## src/sv/tlc_pkg.sv

```systemverilog
// ----------------------------------------------------------------------------
// tlc_pkg
// Types, codes and helpers shared by the two-way traffic light controller.
// ----------------------------------------------------------------------------
package tlc_pkg;

   // Request codes
   localparam logic [1:0] REQ_TICK   = 2'd0;
   localparam logic [1:0] REQ_TOGGLE = 2'd1;
   localparam logic [1:0] REQ_BUTTON = 2'd2;

   // Configuration register indexes
   localparam logic [1:0] CSR_WEST_GREEN  = 2'd0;
   localparam logic [1:0] CSR_SOUTH_GREEN = 2'd1;
   localparam logic [1:0] CSR_YELLOW      = 2'd2;

   // Reset values of the configuration registers
   localparam logic [6:0] WEST_GREEN_RESET  = 7'd20;
   localparam logic [6:0] SOUTH_GREEN_RESET = 7'd12;
   localparam logic [3:0] YELLOW_RESET      = 4'd3;

   // Lamp patterns: bit0 red, bit1 yellow, bit2 green
   localparam logic [2:0] LAMP_RED    = 3'b001;
   localparam logic [2:0] LAMP_YELLOW = 3'b010;
   localparam logic [2:0] LAMP_GREEN  = 3'b100;

   // Largest value the two-digit display can show
   localparam logic [7:0] DISPLAY_MAX = 8'd99;

   typedef enum logic [1:0] {
      PHASE_WEST_GREEN  = 2'd0,
      PHASE_WEST_YELLOW = 2'd1,
      PHASE_SOUTH_GREEN = 2'd2,
      PHASE_SOUTH_YELLOW = 2'd3
   } phase_type;

   typedef struct packed {
      logic [3:0] tens;
      logic [3:0] ones;
   } digits_type;

   // Split a value into decimal digits, saturating at 99
   function automatic digits_type to_digits(input logic [7:0] value);
      logic [7:0] v;
      logic [3:0] tens;
      logic [7:0] rem;
      digits_type d;
      v    = (value > DISPLAY_MAX) ? DISPLAY_MAX : value;
      tens = 4'd0;
      for (int k = 1; k < 10; k++) begin
         if (v >= 8'(10 * k)) begin
            tens = 4'(k);
         end
      end
      rem    = v - {1'b0, tens, 3'b000} - {3'b000, tens, 1'b0};
      d.tens = tens;
      d.ones = rem[3:0];
      return d;
   endfunction

endpackage

```

## src/sv/two_way_traffic_light_controller.sv

```systemverilog
// ----------------------------------------------------------------------------
// two_way_traffic_light_controller
// Two-street traffic light with automatic cycling and manual button control.
// ----------------------------------------------------------------------------
// Each request (one-second tick, mode toggle or button sample) yields exactly
// one response carrying both streets' lamps, their countdowns as decimal
// digits and the mode. A request is taken every cycle while the response
// register is empty or being drained; its response is registered at
// acceptance, together with the controller state, and shown in the next
// cycle, so throughput is one request per cycle, limited only by how fast the
// response side takes results. Configuration writes take effect at the next
// countdown load; a yellow write also shifts the red street's shown count.
module two_way_traffic_light_controller
   import tlc_pkg::*;
(
   input  logic       clock,
   input  logic       reset,
   // request channel
   input  logic       req_valid,
   output logic       req_ready,
   input  logic [1:0] req_type,
   input  logic       req_button_level,
   // response channel
   output logic       rsp_valid,
   input  logic       rsp_ready,
   output logic [2:0] rsp_west_lamps,
   output logic [2:0] rsp_south_lamps,
   output logic [3:0] rsp_west_tens,
   output logic [3:0] rsp_west_ones,
   output logic [3:0] rsp_south_tens,
   output logic [3:0] rsp_south_ones,
   output logic       rsp_manual_active,
   // configuration port
   input  logic       csr_we,
   input  logic [1:0] csr_index,
   input  logic [6:0] csr_wdata
);

   // Configuration registers
   logic [6:0] west_green_ff;
   logic [6:0] south_green_ff;
   logic [3:0] yellow_ff;

   // Controller state
   logic       manual_ff, manual_in;
   phase_type  phase_ff, phase_in;
   logic [6:0] seconds_left_ff, seconds_left_in;
   logic       running_ff, running_in;
   logic       last_button_ff, last_button_in;
   logic       await_release_ff, await_release_in;

   // Response register
   logic       rsp_valid_ff;
   logic [2:0] west_lamps_ff, west_lamps_in;
   logic [2:0] south_lamps_ff, south_lamps_in;
   digits_type west_digits_ff, west_digits_in;
   digits_type south_digits_ff, south_digits_in;

   logic       accept;
   logic [6:0] yellow_len;
   logic [6:0] west_len;
   logic [6:0] south_len;
   logic [6:0] next_len;
   logic [7:0] west_value;
   logic [7:0] south_value;

   assign req_ready = !rsp_valid_ff || rsp_ready;
   assign accept    = req_valid && req_ready;

   // Lengths with zero read as one
   assign yellow_len = (yellow_ff == 4'd0) ? 7'd1 : {3'b000, yellow_ff};
   assign west_len   = (west_green_ff == 7'd0) ? 7'd1 : west_green_ff;
   assign south_len  = (south_green_ff == 7'd0) ? 7'd1 : south_green_ff;

   // Configuration writes
   always_ff @(posedge clock) begin
      if (reset) begin
         west_green_ff  <= WEST_GREEN_RESET;
         south_green_ff <= SOUTH_GREEN_RESET;
         yellow_ff      <= YELLOW_RESET;
      end else if (csr_we) begin
         case (csr_index)
            CSR_WEST_GREEN:  west_green_ff  <= csr_wdata;
            CSR_SOUTH_GREEN: south_green_ff <= csr_wdata;
            CSR_YELLOW:      yellow_ff      <= csr_wdata[3:0];
            default: ;
         endcase
      end
   end

   // Next state for the request being taken
   always_comb begin
      manual_in        = manual_ff;
      phase_in         = phase_ff;
      seconds_left_in  = seconds_left_ff;
      running_in       = running_ff;
      last_button_in   = last_button_ff;
      await_release_in = await_release_ff;
      next_len         = yellow_len;

      unique case (phase_ff)
         PHASE_WEST_GREEN:  next_len = yellow_len;
         PHASE_WEST_YELLOW: next_len = south_len;
         PHASE_SOUTH_GREEN: next_len = yellow_len;
         default:           next_len = west_len;
      endcase

      unique case (req_type)
         REQ_TICK: begin
            if (!manual_ff) begin
               if (seconds_left_ff > 7'd1) begin
                  seconds_left_in = seconds_left_ff - 7'd1;
               end else begin
                  phase_in        = phase_type'(phase_ff + 2'd1);
                  seconds_left_in = next_len;
               end
            end else if (running_ff) begin
               if (seconds_left_ff > 7'd1) begin
                  seconds_left_in = seconds_left_ff - 7'd1;
               end else begin
                  phase_in = (phase_ff == PHASE_WEST_YELLOW) ? PHASE_SOUTH_GREEN
                                                             : PHASE_WEST_GREEN;
                  seconds_left_in = 7'd0;
                  running_in      = 1'b0;
               end
            end
         end
         REQ_TOGGLE: begin
            manual_in        = !manual_ff;
            running_in       = 1'b0;
            await_release_in = 1'b0;
            if (manual_ff) begin
               phase_in        = PHASE_WEST_GREEN;
               seconds_left_in = west_len;
            end
         end
         REQ_BUTTON: begin
            // falling edge of the select button starts a yellow countdown
            if (manual_ff && !running_ff && !await_release_ff &&
                last_button_ff && !req_button_level) begin
               phase_in = (phase_ff == PHASE_WEST_GREEN ||
                           phase_ff == PHASE_WEST_YELLOW) ? PHASE_WEST_YELLOW
                                                          : PHASE_SOUTH_YELLOW;
               seconds_left_in  = yellow_len;
               running_in       = 1'b1;
               await_release_in = 1'b1;
            end
            if (req_button_level) begin
               await_release_in = 1'b0;
            end
            last_button_in = req_button_level;
         end
         default: ;
      endcase
   end

   // Response values from the updated state
   always_comb begin
      west_value  = 8'd0;
      south_value = 8'd0;
      if (!manual_in) begin
         if (phase_in == PHASE_WEST_GREEN) begin
            west_value  = {1'b0, seconds_left_in};
            south_value = {1'b0, seconds_left_in} + {1'b0, yellow_len};
         end else if (phase_in == PHASE_SOUTH_GREEN) begin
            west_value  = {1'b0, seconds_left_in} + {1'b0, yellow_len};
            south_value = {1'b0, seconds_left_in};
         end else begin
            west_value  = {1'b0, seconds_left_in};
            south_value = {1'b0, seconds_left_in};
         end
      end else if (running_in) begin
         west_value  = {1'b0, seconds_left_in};
         south_value = {1'b0, seconds_left_in};
      end

      unique case (phase_in)
         PHASE_WEST_GREEN: begin
            west_lamps_in  = LAMP_GREEN;
            south_lamps_in = LAMP_RED;
         end
         PHASE_WEST_YELLOW: begin
            west_lamps_in  = LAMP_YELLOW;
            south_lamps_in = LAMP_RED;
         end
         PHASE_SOUTH_GREEN: begin
            west_lamps_in  = LAMP_RED;
            south_lamps_in = LAMP_GREEN;
         end
         default: begin
            west_lamps_in  = LAMP_RED;
            south_lamps_in = LAMP_YELLOW;
         end
      endcase

      west_digits_in  = to_digits(west_value);
      south_digits_in = to_digits(south_value);
   end

   // Advance the controller state on each accepted request
   always_ff @(posedge clock) begin
      if (reset) begin
         manual_ff        <= 1'b0;
         phase_ff         <= PHASE_WEST_GREEN;
         seconds_left_ff  <= WEST_GREEN_RESET;
         running_ff       <= 1'b0;
         last_button_ff   <= 1'b1;
         await_release_ff <= 1'b0;
      end else if (accept) begin
         manual_ff        <= manual_in;
         phase_ff         <= phase_in;
         seconds_left_ff  <= seconds_left_in;
         running_ff       <= running_in;
         last_button_ff   <= last_button_in;
         await_release_ff <= await_release_in;
      end
   end

   // Hold the response until taken
   always_ff @(posedge clock) begin
      if (reset) begin
         rsp_valid_ff <= 1'b0;
      end else if (accept) begin
         rsp_valid_ff <= 1'b1;
      end else if (rsp_ready) begin
         rsp_valid_ff <= 1'b0;
      end
   end

   always_ff @(posedge clock) begin
      if (accept) begin
         west_lamps_ff   <= west_lamps_in;
         south_lamps_ff  <= south_lamps_in;
         west_digits_ff  <= west_digits_in;
         south_digits_ff <= south_digits_in;
      end
   end

   assign rsp_valid         = rsp_valid_ff;
   assign rsp_west_lamps    = west_lamps_ff;
   assign rsp_south_lamps   = south_lamps_ff;
   assign rsp_west_tens     = west_digits_ff.tens;
   assign rsp_west_ones     = west_digits_ff.ones;
   assign rsp_south_tens    = south_digits_ff.tens;
   assign rsp_south_ones    = south_digits_ff.ones;
   assign rsp_manual_active = manual_ff;

   // Automatic mode never runs with an empty countdown
   a_auto_count_nonzero: assert property (@(posedge clock) disable iff (reset)
      !manual_ff |-> seconds_left_ff != 7'd0)
      else $error("automatic mode with zero countdown");

   // A manual countdown only runs in manual mode on a yellow phase
   a_countdown_yellow: assert property (@(posedge clock) disable iff (reset)
      running_ff |-> manual_ff &&
         (phase_ff == PHASE_WEST_YELLOW || phase_ff == PHASE_SOUTH_YELLOW))
      else $error("countdown running outside manual yellow");

   // A toggle request flips the reported mode
   a_toggle_flips: assert property (@(posedge clock) disable iff (reset)
      accept && req_type == REQ_TOGGLE |=> rsp_manual_active != $past(manual_ff))
      else $error("toggle did not switch mode");

   // Each street shows exactly one lamp
   a_one_lamp: assert property (@(posedge clock) disable iff (reset)
      rsp_valid |-> $onehot(rsp_west_lamps) && $onehot(rsp_south_lamps))
      else $error("lamp pattern not one-hot");

endmodule

```

## config.mk

```make
export PLATFORM = sky130hd
export DESIGN_NAME = two_way_traffic_light_controller
export DESIGN_NICKNAME = d
export VERILOG_FILES = /design/src/sv/tlc_pkg.sv /design/src/sv/two_way_traffic_light_controller.sv
export SDC_FILE = /design/constraint.sdc
export NUM_CORES = 1
export LEC_CHECK = 0
export BUFFER_PORTS_ARGS = -buffer_cell sky130_fd_sc_hd__buf_2
export CAP_MARGIN = 40
export CORE_ASPECT_RATIO = 1.5
export CORE_MARGIN = 8
export CORE_UTILIZATION = 55
export CTS_CLUSTER_DIAMETER = 30
export CTS_CLUSTER_SIZE = 28
export DETAILED_ROUTE_END_ITERATION = 8
export PLACE_DENSITY = 0.78
export SLEW_MARGIN = 20
export SYNTH_ARGS = -nofsm -noshare
export SYNTH_HDL_FRONTEND = slang
export SYNTH_SLANG_ARGS = --single-unit
```

## constraint.sdc

```tcl
create_clock -name clock -period 16.66 [get_ports clock]
set_clock_uncertainty 0.2 [all_clocks]
set_input_delay 2.499 -clock clock [delete_from_list [all_inputs] [get_ports clock]]
set_output_delay 2.499 -clock clock [all_outputs]
set_load 0.03 [all_outputs]
```

==> run metrics <==
ranking of synthesized cells by area edfxtp_1 (15%), dfxtp_1 (15%), nor2_1 (5.2%); most frequently used flop master after synthesis dfxtp_1; Skew-Pair Late Insertion Delay 290 ps; Least-Margin Pin Slew 824 ps; crit path max fanout 27; Initial DRT Pass Iterations 5; clock power share 22.0%; HP Start south_green_ff[0]$_SDFFE_PP0P_; vias in the first global route 4000; Area after DPL 4540 um2; n_diodes 0; Nets 562; CP max-delay cell a2111oi_2; Seq/Total Area, Yosys 29.8%; Final Critical Period 7870 ps; Overall Power 0.449 mW; syn_area_per_cell 8.68 um2; total CTS buffers 5; Worst path depth 20; crit-path leading delay family compound AO/OA/AOI/OAI gates; Routed Antenna Nets 0; worst hold path type reg -> reg; DP Wirelength 9210 um; sw frac 37.1%; R2R depth 25; P&R area growth vs syn 7.37%; Root Buffer clkbuf_16; Sequential Power Share 37.1%; Starting Density 55.5%; Slew Viols, Final 0; status completed; GR Util All Layers 21.9%; post-CTS resize count 0; CTS tree done; post-synth net total 536; post-synth top area cell edfxtp_1; CP most frequent cell nor2_1; initial antenna violation count 0; WL final 11800 um; VDD IR max 0.0000566 V; Critical Path Max Stage Delay 740 ps; I/O pin cnt 42; vias after detailed routing 4093; Gate power share 40.8%; core area 7860 um2; Post-Synthesis Cells 503; max cap viols 0; mean number of vias per cell 6.45; RR Endpoint rsp_south_ones[3]$_DFFE_PP_; Final Instance Area 4690 um2; Util after Layout 59.6%; DRT iter0 DRCs 285; number of synthesized register bits 54; CP bufs+invs 2; Max-slew headroom 44.7%; Setup Fix Bufs, Post-CTS 0; Critical Path End rsp_south_ones[3]$_DFFE_PP_; Synth warnings 0; CP arrival 7710 ps; Hold Fails Final Rpt 0; CP startpoint kind primary input; DR WL/cell 18.6 um; chip width 88.7 um; hold slack 292 ps; std cell rows 40; CTS clk-pin slew, worst paths 60 ps; worst r2r src seconds_left_ff[0]$_SDFFE_PP0P_; crit end category flop; DIE HEIGHT 125 um; Post-synth EDFFs 22; cell-internal power 0.282 mW; clk buf depth 2; top-area cell type share of the netlist area 15.1%; final setup fails 0; CP required 16500 ps; RSZ-0062 raised after global routing false; H-tree depth 2; gp weighted congestion 0.996; layout cell share with drive strength beyond 1 19.8%; first-pass GRT wire length 19400 um; die area 11100 um2; power density cells 95.7 nW/um2; DRC viols 0; pin count of the biggest net entering global routing 36; async set or reset register ratio after synthesis 0%; CTS Hold Bufs 0; CTS Sinks 54; I/O Buffers 41; Congestion Overflow GR 0; f_max 127 MHz; Switch Pwr 0.167 mW; CP Class in -> reg; crit-path cells buf_2 -> nand2b_1 -> nor3_4 -> nor2_1 -> a2111oi_2 -> inv_1 -> ha_1 -> a21o_1 -> a21oi_1 -> nor2_1 -> nor2_1 -> a21oi_1 -> o211ai_1 -> nand2_1 -> nor2_1 -> o21ai_0 -> o31ai_1 -> ha_1 -> a211oi_2 -> xnor3_1; reg2reg setup slack 10200 ps; Crit. Startpoint req_type[1]; Post-Syn Area 4360 um2; period utilization 47.3%; Netlist cell types 87; setup_tns 0 ps; Pleak 1.85 nW
through the flow:
step | instances | setup WS (ps)
final | 635 | 8790
after global routing | 635 | 8120
after CTS | 634 | 8840
after detailed placement | 626 | 8540
after global placement | 626 | 8810
after floorplan | 503 | 9480
cells by family after synthesis:
| family | share of synthesized area, % |
|---|---|
| flops | 29.8 |
| buf+inv | 6.94 |
| xor+xnor | 2.90 |
| mux | 4.24 |
| compound gates | 28.4 |
| simple gates | 22.8 |
| fa+ha+maj | 4.99 |
flip-flops by register name, indices dropped and copies added, names as in the netlist, 3 cells and up:
signal / flops
seconds_left_ff: 7
south_green_ff: 7
west_green_ff: 7
rsp_south_ones: 4
rsp_south_tens: 4
rsp_west_ones: 4
rsp_west_tens: 4
yellow_ff: 4
rsp_south_lamps: 3
rsp_west_lamps: 3
layout make-up:
cell class / instances / area [um2]
sequential: 54 / 1300
multi-input combinational: 392 / 2760
tap: 105 / 131
fill: 715 / 3170
timing repair buffer: 45 / 233
inverter: 31 / 121
clock buffer: 6 / 129
clock inverter: 2 / 10.0
Yosys cell counts (5+ instances only):
master,number
nand2b_1,5
clkbuf_1,10
o22ai_1,8
and3_1,7
a31oi_1,9
xnor2_1,6
nand4_1,7
o21ai_0,17
nor2_1,60
nor3_1,18
inv_1,29
edfxtp_1,22
ha_1,15
nand3_1,14
or2_2,5
nor2b_1,9
a211oi_1,6
a211o_2,5
a21oi_1,29
mux2i_1,14
dfxtp_1,32
o21a_1,5
o31ai_1,7
a211o_1,7
nand2_1,26
nor4_1,6
o211ai_1,9
power groups by stage:
stage | registers, mW | logic [mW] | clock network, mW
3_3_place_gp | 0.169 | 0.176 | 0
2_1_floorplan | 0.192 | 0.118 | 0
3_5_place_dp | 0.169 | 0.181 | 0
4_1_cts | 0.166 | 0.182 | 0.101
5_1_grt | 0.168 | 0.201 | 0.107
6_report | 0.167 | 0.183 | 0.0989
worst min path at each step:
stage | endpoint | slack, ps | cells after the start
after floorplan | yellow_ff[0]$_SDFFE_PP1P_ | 230 | 1
after global placement | yellow_ff[0]$_SDFFE_PP1P_ | 240 | 1
after detailed placement | yellow_ff[0]$_SDFFE_PP1P_ | 270 | 1
after CTS | yellow_ff[0]$_SDFFE_PP1P_ | 280 | 1
after global routing | yellow_ff[0]$_SDFFE_PP1P_ | 290 | 1
final | south_green_ff[0]$_SDFFE_PP0P_ | 290 | 2
worst register-to-register path, cell delays in order (launching register included):
cell and delay, ps:
dfxtp_1 490, ha_1 200, o21bai_2 170, and3_1 490, inv_6 100, a2111oi_0 410, a31oi_1 80, o22a_1 210
o21ai_0 400, ha_1 270, inv_1 60, fa_1 400, inv_1 70, a21oi_1 70, o21bai_1 180, nand2_1 150
a2111oi_2 360, xor2_1 250, o21a_1 250, nand2_1 140, nor2_1 120, o21ai_0 90, o31ai_1 110, ha_1 320
a211oi_2 240, xnor3_1 350
layer usage:
layer	up-vias	track usage, %	wire length (um)
li1	1938	-	-
met1	1901	23.1	4300
met2	198	38.1	6030
met3	56	3.15	700
met4	0	15.1	784
met5	-	0	0
placed cells by master (no fill, tap or decap), types with 5 or more instances in the layout:
cell and instances:
a211o_1 7, o21ai_0 17, buf_2 42, a31oi_1 9, inv_1 29, a211oi_1 6
nand3_1 14, nand2_1 26, o211ai_1 9, nor3_1 18, nor2b_1 9, nor2_1 60
and3_1 7, o22ai_1 8, mux2i_1 14, or2_2 5, nand2b_1 5, a21oi_1 29
clkbuf_16 5, nand4_1 7, o21a_1 5, edfxtp_1 22, a211o_2 5, nor4_1 6
o31ai_1 7, ha_1 15, dfxtp_1 32, xnor2_1 6
Power figures use the tool's default switching activity.
